**src/design/scfr_pkg.sv**
```systemverilog
`timescale 1ns / 1ps
// ----------------------------------------------------------------------------
// scfr_pkg
// Shared types and constants for the sum-checked frame receiver.
// ----------------------------------------------------------------------------
package scfr_pkg;

    localparam int BYTE_W          = 8;
    localparam int FRAME_BYTES_DEF = 11;
    localparam int CFG_IDX_W       = 8;

    // configuration register indexes
    localparam logic [CFG_IDX_W-1:0] REG_FRAME_TYPE   = CFG_IDX_W'(0);
    localparam logic [CFG_IDX_W-1:0] REG_HEADER_VALUE = CFG_IDX_W'(1);

    // register reset values
    localparam logic [BYTE_W-1:0] FRAME_TYPE_RST   = 8'h53;
    localparam logic [BYTE_W-1:0] HEADER_VALUE_RST = 8'h55;

    typedef enum logic [1:0] {
        ST_HUNT,
        ST_COLLECT,
        ST_EMIT
    } t_state;

endpackage

```
**src/design/scfr_cell.sv**
```systemverilog
`timescale 1ns / 1ps
// ----------------------------------------------------------------------------
// scfr_cell
// One byte cell of the frame chain: loads its input when the chain shifts.
// ----------------------------------------------------------------------------
module scfr_cell
    import scfr_pkg::*;
(
    input  logic              i_clk,
    input  logic              i_shift,
    input  logic [BYTE_W-1:0] i_d,
    output logic [BYTE_W-1:0] o_q
);

    logic [BYTE_W-1:0] r_data;

    always_ff @(posedge i_clk) begin
        if (i_shift) begin
            r_data <= i_d;
        end
    end

    assign o_q = r_data;

endmodule

```
**src/design/sum_checked_frame_receiver.sv**
```systemverilog
`timescale 1ns / 1ps
// ----------------------------------------------------------------------------
// sum_checked_frame_receiver
// Hunts for a frame-type byte, collects a fixed-length frame and forwards it
// only when its 8-bit wrapped sum matches the trailing checksum byte.
// ----------------------------------------------------------------------------
// Usage:
//   Input channel (i_valid / o_stall / i_rx_byte) takes one received byte per
//   beat. While hunting or collecting a byte is taken every cycle.
//   Bytes travel down a chain of FRAME_BYTES byte cells; a running sum is kept
//   as they arrive, so the checksum is known on the frame's last byte.
//   On a match, slot 0 is loaded with header_value and the chain drains out of
//   its head: FRAME_BYTES output beats (o_valid / i_stall / o_frame_byte /
//   o_frame_last), the first one the cycle after the last input byte, and
//   o_frame_last on the checksum byte. A mismatch drops the frame silently.
//   While the frame drains o_stall is high; a stall on the output holds the
//   chain and the current beat. A full frame is FRAME_BYTES-1 input bytes
//   in and FRAME_BYTES output beats out.
//   Configuration (i_cfg_valid / o_cfg_ready, always ready) writes frame_type
//   at index 0 and header_value at index 1; other indexes are ignored.
//   Synchronous reset returns to hunting with frame_type 0x53 and header 0x55.
// ----------------------------------------------------------------------------
module sum_checked_frame_receiver
    import scfr_pkg::*;
#(
    parameter int FRAME_BYTES = FRAME_BYTES_DEF
) (
    input  logic                 i_clk,
    input  logic                 i_rst_n,
    // input byte channel
    input  logic                 i_valid,
    output logic                 o_stall,
    input  logic [BYTE_W-1:0]    i_rx_byte,
    // frame output channel
    output logic                 o_valid,
    input  logic                 i_stall,
    output logic [BYTE_W-1:0]    o_frame_byte,
    output logic                 o_frame_last,
    // configuration write channel
    input  logic                 i_cfg_valid,
    output logic                 o_cfg_ready,
    input  logic [CFG_IDX_W-1:0] i_cfg_index,
    input  logic [BYTE_W-1:0]    i_cfg_data
);

    localparam int SLOT_W = $clog2(FRAME_BYTES);
    localparam logic [SLOT_W-1:0] SLOT_LAST = SLOT_W'(FRAME_BYTES - 1);

    t_state            r_state, n_state;
    logic [SLOT_W-1:0] r_slot, n_slot;
    logic [BYTE_W-1:0] r_sum, n_sum;
    logic [BYTE_W-1:0] r_frame_type;
    logic [BYTE_W-1:0] r_header;

    logic              w_in_beat;
    logic              w_out_beat;
    logic              w_slot_last;
    logic              w_start;
    logic              w_match;
    logic              w_load_head;
    logic              w_shift;
    logic [BYTE_W-1:0] w_check;
    logic [BYTE_W-1:0] w_q [FRAME_BYTES];
    logic [BYTE_W-1:0] w_d [FRAME_BYTES];

    assign w_in_beat   = i_valid && !o_stall;
    assign w_out_beat  = o_valid && !i_stall;
    assign w_slot_last = (r_slot == SLOT_LAST);
    assign w_start     = (i_rx_byte == r_frame_type);
    assign w_check     = r_header + r_sum;
    assign w_match     = (w_check == i_rx_byte);

    // configuration registers
    assign o_cfg_ready = 1'b1;

    always_ff @(posedge i_clk) begin
        if (!i_rst_n) begin
            r_frame_type <= FRAME_TYPE_RST;
            r_header     <= HEADER_VALUE_RST;
        end else if (i_cfg_valid && o_cfg_ready) begin
            if (i_cfg_index == REG_FRAME_TYPE) begin
                r_frame_type <= i_cfg_data;
            end else if (i_cfg_index == REG_HEADER_VALUE) begin
                r_header <= i_cfg_data;
            end
        end
    end

    // next state
    always_comb begin
        n_state = r_state;
        unique case (r_state)
            ST_HUNT: begin
                if (w_in_beat && w_start) begin
                    n_state = ST_COLLECT;
                end
            end
            ST_COLLECT: begin
                if (w_in_beat && w_slot_last) begin
                    n_state = w_match ? ST_EMIT : ST_HUNT;
                end
            end
            ST_EMIT: begin
                if (w_out_beat && w_slot_last) begin
                    n_state = ST_HUNT;
                end
            end
            default: n_state = ST_HUNT;
        endcase
    end

    // outputs and chain control
    always_comb begin
        o_stall     = 1'b0;
        o_valid     = 1'b0;
        w_shift     = 1'b0;
        w_load_head = 1'b0;
        unique case (r_state)
            ST_HUNT: begin
                w_shift = w_in_beat && w_start;
            end
            ST_COLLECT: begin
                w_shift     = w_in_beat;
                w_load_head = w_in_beat && w_slot_last && w_match;
            end
            ST_EMIT: begin
                o_stall = 1'b1;
                o_valid = 1'b1;
                w_shift = w_out_beat;
            end
            default: begin
                o_stall = 1'b0;
            end
        endcase
    end

    assign o_frame_byte = w_q[0];
    assign o_frame_last = o_valid && w_slot_last;

    // slot counter and running sum
    always_comb begin
        n_slot = r_slot;
        n_sum  = r_sum;
        unique case (r_state)
            ST_HUNT: begin
                if (w_in_beat && w_start) begin
                    n_slot = SLOT_W'(2);
                    n_sum  = i_rx_byte;
                end
            end
            ST_COLLECT: begin
                if (w_in_beat) begin
                    if (w_slot_last) begin
                        // drain count restarts at slot 0 on a match
                        n_slot = w_match ? SLOT_W'(0) : SLOT_W'(1);
                    end else begin
                        n_slot = r_slot + SLOT_W'(1);
                        n_sum  = r_sum + i_rx_byte;
                    end
                end
            end
            ST_EMIT: begin
                if (w_out_beat) begin
                    n_slot = w_slot_last ? SLOT_W'(1) : r_slot + SLOT_W'(1);
                end
            end
            default: n_slot = SLOT_W'(1);
        endcase
    end

    always_ff @(posedge i_clk) begin
        if (!i_rst_n) begin
            r_state <= ST_HUNT;
            r_slot  <= SLOT_W'(1);
        end else begin
            r_state <= n_state;
            r_slot  <= n_slot;
        end
    end

    always_ff @(posedge i_clk) begin
        r_sum <= n_sum;
    end

    // byte chain: enter at the tail, leave at the head
    genvar g;
    generate
        for (g = 0; g < FRAME_BYTES; g++) begin : g_cell
            if (g == FRAME_BYTES - 1) begin : g_tail
                assign w_d[g] = i_rx_byte;
            end else if (g == 0) begin : g_head
                assign w_d[g] = w_load_head ? r_header : w_q[1];
            end else begin : g_mid
                assign w_d[g] = w_q[g+1];
            end

            scfr_cell u_cell (
                .i_clk   (i_clk),
                .i_shift (w_shift),
                .i_d     (w_d[g]),
                .o_q     (w_q[g])
            );
        end
    endgenerate

    // no input beat is taken while a frame drains
    a_no_in_while_out: assert property (@(posedge i_clk) disable iff (!i_rst_n)
        o_valid |-> o_stall)
        else $error("input accepted during frame output");

    // a frame only starts draining right after an accepted input byte
    a_emit_after_input: assert property (@(posedge i_clk) disable iff (!i_rst_n)
        $rose(o_valid) |-> $past(i_valid && !o_stall))
        else $error("frame output without a preceding input byte");

    // the checksum beat ends the frame
    a_last_ends_frame: assert property (@(posedge i_clk) disable iff (!i_rst_n)
        (w_out_beat && o_frame_last) |=> !o_valid)
        else $error("output continues after the last beat");

    // frame beats stay contiguous until the last one
    a_frame_contiguous: assert property (@(posedge i_clk) disable iff (!i_rst_n)
        (w_out_beat && !o_frame_last) |=> o_valid)
        else $error("frame output broken before the last beat");

endmodule
```
**config.mk**
```make
export PLATFORM = sky130hd
export DESIGN_NAME = sum_checked_frame_receiver
export DESIGN_NICKNAME = d
export VERILOG_FILES = /design/src/design/scfr_pkg.sv /design/src/design/scfr_cell.sv /design/src/design/sum_checked_frame_receiver.sv
export SDC_FILE = /design/constraint.sdc
export NUM_CORES = 1
export LEC_CHECK = 0
export ABC_AREA = 1
export CAP_MARGIN = 20
export CORE_AREA = 2 2 158 114
export CTS_CLUSTER_DIAMETER = 60
export DETAILED_ROUTE_END_ITERATION = 8
export DIE_AREA = 0 0 160 116
export DONT_BUFFER_PORTS = 1
export PLACE_DENSITY_LB_ADDON = 0.15
export SETUP_SLACK_MARGIN = 0.05
export SLEW_MARGIN = 30
export SYNTH_ARGS = -nofsm -noshare
export SYNTH_HDL_FRONTEND = slang
export SYNTH_SLANG_ARGS = --single-unit
```
**constraint.sdc**
```tcl
create_clock -name i_clk -period 10.5 [get_ports i_clk]
set_input_delay 3.15 -clock i_clk [delete_from_list [all_inputs] [get_ports i_clk]]
set_output_delay 3.15 -clock i_clk [all_outputs]
set_load 0.005 [all_outputs]
```
# [Yosys cells after proc, flatten, opt, wreduce, memory -nomap -nowiden]
# Index checks and enable logic that the tools add are counted.
[word_totals] reg_bits=118 output_inout_bits=12 elab_cells=69
[classes] bitwise_logic=1 n_addsub=3 muxes=20 eq_ne=12 n_reduce_logical=17
[op_table] cell="8-bit 2-to-1 mux" count=4
[op_table] cell="4-bit 2-to-1 mux" count=5
[op_table] cell="8-bit adder" count=2
[op_table] cell="8-bit equality test" count=2
[op_table] cell="8-bit case mux with 2 select lines" count=1
[op_table] cell="2-bit inequality test (second input constant)" count=6
[op_table] cell="4-bit case mux with 3 select lines" count=1
[op_table] cell="3-bit AND reduction" count=3
[op_table] cell="8-bit by 1-bit equality test with 1-bit output (second input constant)" count=1
[op_table] cell="8-bit zero test" count=1
[op_table] cell="2-bit 2-to-1 mux" count=4
[op_table] cell="1-bit logical AND" count=7
[op_table] cell="2-bit case mux with 3 select lines" count=1
[op_table] cell="4-bit by 1-bit adder with 4-bit output (second input constant)" count=1
[op_table] cell="4-bit equality test (second input constant)" count=1
[op_table] cell="4-bit AND reduction" count=1
[op_table] cell="1-bit 2-to-1 mux" count=3
[op_table] cell="1-bit case mux with 3 select lines" count=1
[op_table] cell="2-bit by 1-bit equality test with 1-bit output (second input constant)" count=1
[op_table] cell="2-bit equality test (second input constant)" count=1
[op_table] cell="1-bit zero test" count=2
[op_table] cell="2-bit zero test" count=1
[op_table] cell="2-bit AND reduction" count=1
[op_table] cell="2-bit nonzero test" count=1
[op_table] cell="1-bit inverter" count=1

# [Depth between registers and ports, before layout]
[logic_depth] word_depth=8 ltp_mapped=16 depth_no_buf=16

# [By module]
# From an unflattened synthesis, not the netlist that was laid out.
[hier_totals] hier_cells=434 area_unflattened_um2=5027.3
[by_module_without_submodules] mod="scfr_cell" cells_each=8 n_inst=11 area_each_um2=240.2 seq_area_each_um2=240.2
[by_module_without_submodules] mod="sum_checked_frame_receiver" cells_each=346 n_inst=1 area_each_um2=2384.8 seq_area_each_um2=680.7

# [Least setup slack after synthesis]
# OpenSTA, ideal clock, no wires.
[synth_path] kind="in2reg" startpoint="in i_valid" endpoint="reg g_cell[0].u_cell.r_data[0] (enable)" path_stages=2 t_required_ns=9.928 arrival_ns=7.729 n_path_buf=0 setup_slack_ns=2.199 setup_time_ns=0.572 cell_sequence="inv_1 -> o221ai_1"
[synth_via] elab_chain_len=3
[synth_rtl] item="from (decl)" line="sum_checked_frame_receiver.sv:31" text="input logic i_valid,"
[synth_rtl] item="1-bit logical AND (*)" line="sum_checked_frame_receiver.sv:66" text="assign w_in_beat = i_valid && !o_stall;"
[synth_rtl] item="1-bit logical AND" line="sum_checked_frame_receiver.sv:120" text="w_shift = w_in_beat && w_start;"
[synth_rtl] item="1-bit case mux with 3 select lines (*)" line="sum_checked_frame_receiver.sv:118" text="unique case (r_state)"
[synth_rtl] item="named net g_cell[0].u_cell.i_shift" line="scfr_cell.sv:10" text="input logic i_shift,"
[synth_rtl] item="to (signal assigned)" line="scfr_cell.sv:19" text="r_data <= i_d;"
[synth_rtl] item="to (decl)" line="scfr_cell.sv:15" text="logic [BYTE_W-1:0] r_data;"
# Mark *: on every way through the listed nets, which the timed path passes. The rest lies on a longest branch.
# A chain may end at the register's enable or synchronous reset.

# [Final worst setup path]
[layout_path] startpoint="in i_valid" endpoint="reg g_cell[6].u_cell.r_data[0] (enable)"
[layout_via] elab_chain_len=3
[layout_rtl] item="1-bit logical AND (*)" line="sum_checked_frame_receiver.sv:66"
[layout_rtl] item="1-bit logical AND" line="sum_checked_frame_receiver.sv:120"
[layout_rtl] item="1-bit case mux with 3 select lines (*)" line="sum_checked_frame_receiver.sv:118"
[layout_rtl] item="named net g_cell[0].u_cell.i_shift" line="scfr_cell.sv:10"
[layout_rtl] item="to (signal assigned)" line="scfr_cell.sv:19"
[layout_rtl] item="to (decl)" line="scfr_cell.sv:15"
# Marks and branches as above.

==> metrics.md <==
| Metric | Value |
|---|---|
| Sequential share of power | `47.0%` |
| Wire per inst | `14.6 um` |
| Area grow syn2layout | `17.5%` |
| Critical path required time | `10.53 ns` |
| Endpoints failing hold | `0` |
| CP arrival | `5.23 ns` |
| Initial antenna violation count | `0` |
| Routability Congestion | `0.843` |
| Worst R2R Start | `r_slot[0]` |
| Via Count | `2979` |
| Detailed-route DRC error count | `0` |
| DIE AREA | `18600 sq um` |
| GR Overflow Total | `0` |
| Final nets | `493` |
| Clk buf depth | `2` |
| Most frequent cells in the layout | `edfxtp_1 (96), nand2_1 (92), inv_1 (50)` |
| Post-CTS Resized | `0` |
| Flop2flop setup slack | `7.40 ns` |
| Net switching power | `0.628 mW` |
| Routed Antenna Nets | `0` |
| Max_cap viols | `0` |
| Final Max Tran Viols | `0` |
| Commonest non-fill, non-tap cell in the layout | `edfxtp_1` |
| IO Count | `41` |
| GRT Resource Usage Total | `12.0%` |
| Fillers | `1710` |
| Root buf cell | `clkbuf_16` |
| Critical path type | `input port to flop` |
| Hold-fix buffers, CTS | `0` |
| Sequential-to-total area share from yosys stat | `65.9%` |
| Via density | `4.32` |
| Unique masters post-synth | `42` |
| Max_slew headroom | `40.1%` |
| Utilization of the core after routing | `35.0%` |
| Critical Path Source | `i_valid` |
| IO Port Bufs | `0` |
| First-pass GRT wire length | `16400 um` |
| Worst flop-to-flop path endpoint | `g_cell[6].u_cell.o_q[0]` |
| CTS Buf Count | `17` |
| Seq. cell area | `3320 sq um` |
| Clock slew at reported path FFs | `0.06 ns` |
| Crit path max-delay cell type | `buf_4` |
| CTS tree | `built` |
| Skew-Pair Late Insertion Delay | `0.41 ns` |
| Peak Freq | `192 MHz` |
| Largest net degree at the start of global routing | `67` |
| Crit-path max FO | `66` |
| Post-Syn Area | `5040 sq um` |
| Worst Reg-to-Reg Cells | `8` |
| Initial DRC count | `260` |
| HP Class | `flop to flop` |
| Combinational power share | `23.3%` |
| Core Area | `16900 sq um` |
| Post-CTS setup buffer count | `0` |
| Setup_tns | `0 ns` |
| Switch share | `31.6%` |
| Leak | `2.31 nW` |
| Synth top area cells | `edfxtp_1 (57%), dfxtp_1 (8.7%), nand2_1 (6.9%)` |
| Mapped Cells | `433` |
| CP startpoint kind | `input port` |
| Slowest cell delay on critical path | `0.80 ns` |
| Die Span X | `160 um` |
| Area leader, netlist | `edfxtp_1` |
| # rows | `40` |
| Crit path time final | `5.20 ns` |
| Die height | `116 um` |
| Status | `completed` |
| Mapped Nets | `480` |
| H-Tree Level Count | `4` |
| Syn_area_per_cell | `11.6 sq um` |
| Clk pwr share | `29.7%` |
| Antenna cells | `0` |
| Initial Utilization | `29.8%` |
| Yosys top cell area share | `57.2%` |
| Setup Viol. Count Final | `0` |
| Placed Cells | `658` |
| Flops & latches, synth | `118` |
| Drt total wl | `10100 um` |
| Post-Layout Cell Count | `690` |
| Worst Setup End Kind | `flop` |
| CP Buf/Inv Count | `2` |
| Vias in the first global route | `2939` |
| Peak VDD IR | `0.000210 V` |
| Clock sinks | `118` |
| Pre-antenna DRT Iters | `4` |
| Crit path max-delay family | `buffers and inverters` |
| Share of post-route cells with drive strength above 1 | `14.4%` |
| CP Capture Point | `g_cell[6].u_cell.o_q[0]` |
| Worst slew pin tran | `0.898 ns` |
| RSZ-0062 raised after global routing | `no` |
| Area of the multi-input gates | `1490 sq um` |
| Ys Warns | `0` |
| Crit-path cells | `inv_1, nor2_1, nand3_1, nor2_1, nand2_1, a21boi_1, nand2_1, o221ai_4, buf_4` |
| P_int | `1.36 mW` |
| Power Density | `336 nW/um^2` |
| Final period util | `49.5%` |
| DP Wirelength | `6960 um` |
| Skew final | `0.0128 ns` |
| CP Depth | `9` |
power by group through the flow:
stage	Sequential (mW)	Clock, mW	Combinational [mW]
4_1_cts	0.938	0.607	0.471
6_report	0.934	0.592	0.464
3_5_place_dp	0.946	0	0.467
3_3_place_gp	0.937	0	0.463
2_1_floorplan	0.970	0	0.350
5_1_grt	0.959	0.627	0.532
cell usage after synthesis (all sizes together):
cell	count
dfxtp	22
a31oi	1
nand2	99
nand3	22
ha	16
nor2	23
buf	6
o21ai	28
xor2	3
or3	1
nand4	4
o2111a	1
clkbuf	2
a21boi	1
o22ai	1
conb	1
o211ai	6
o21bai	1
nor3	2
o21a	2
nor3b	2
or2	3
fa	2
xnor2	7
edfxtp	96
inv	55
o221ai	1
a21oi	25
worst reg2reg max path, cell delays in order (launching register included):
cell      delay (ns)
dfxtp_1         0.36
inv_1           0.08
ha_1            0.15
nand3_2         0.20
o21ai_0         0.30
a21boi_1        0.30
nand2_1         0.16
o221ai_4        0.29
buf_4           0.81
metal layers:
metal,track usage (%),routed length [um],part of all wire (%),vias up
li1,-,-,-,1520
met1,17.3,5600,56,1408
met2,16.7,4040,40,46
met3,4.19,345,3.4,5
met4,4.32,67,0.67,0
met5,0,0,0,-
state kept, by name, indices dropped and copies added (netlist names):
register	flops
g_cell.u_cell.o_q	88
r_frame_type	8
r_header	8
r_slot	4
r_state	2
r_sum	8
final cells by class:
class | instances | share of cell area, %
flip-flops and latches | 118 | 56.1
well taps | 231 | 4.88
repair buffers | 2 | 0.253
multi-input cells | 252 | 25.1
clock buffers | 18 | 7.24
inverters | 55 | 3.48
clock inverters | 14 | 2.96
logic make-up (layout without fill, tap and decap cells):
kind of cell | Yosys count | after routing | synth area share (%)
DFF | 118 | 118 | 65.9
AOI/OAI and AO/OA | 67 | 67 | 8.07
adders and majority gates | 18 | 18 | 4.77
xor gates and xnor gates | 10 | 10 | 1.74
buffers and inverters | 63 | 89 | 5.06
other | 1 | 1 | 0.0744
and+or+nand+nor | 156 | 156 | 14.4
through the flow:
stage	setup WS (ns)	hold WS, ns	total power, mW	instance area [sq um]
2_1_floorplan	2.20	0.400	1.32	5040
3_3_place_gp	4.97	0.401	1.40	5310
3_5_place_dp	4.91	0.405	1.41	5310
4_1_cts	5.34	0.412	2.02	5920
5_1_grt	5.02	0.422	2.12	5920
6_report	5.30	0.409	1.99	5920
worst min-delay path by stage:
stage               depth (start not counted)                startpoint                       to  slack (ns)
finish                                      0   g_cell[4].u_cell.o_q[1]  g_cell[3].u_cell.o_q[1]        0.41
global route                                0   g_cell[7].u_cell.o_q[7]  g_cell[6].u_cell.o_q[7]        0.42
CTS                                         0  g_cell[10].u_cell.o_q[0]  g_cell[9].u_cell.o_q[0]        0.41
detailed placement                          0   g_cell[9].u_cell.o_q[2]  g_cell[8].u_cell.o_q[2]        0.40
global placement                            0   g_cell[8].u_cell.o_q[3]  g_cell[7].u_cell.o_q[3]        0.40
floorplan                                   0   g_cell[2].u_cell.o_q[0]  g_cell[1].u_cell.o_q[0]        0.40
No activity file was read; power rests on OpenSTA's default activity.
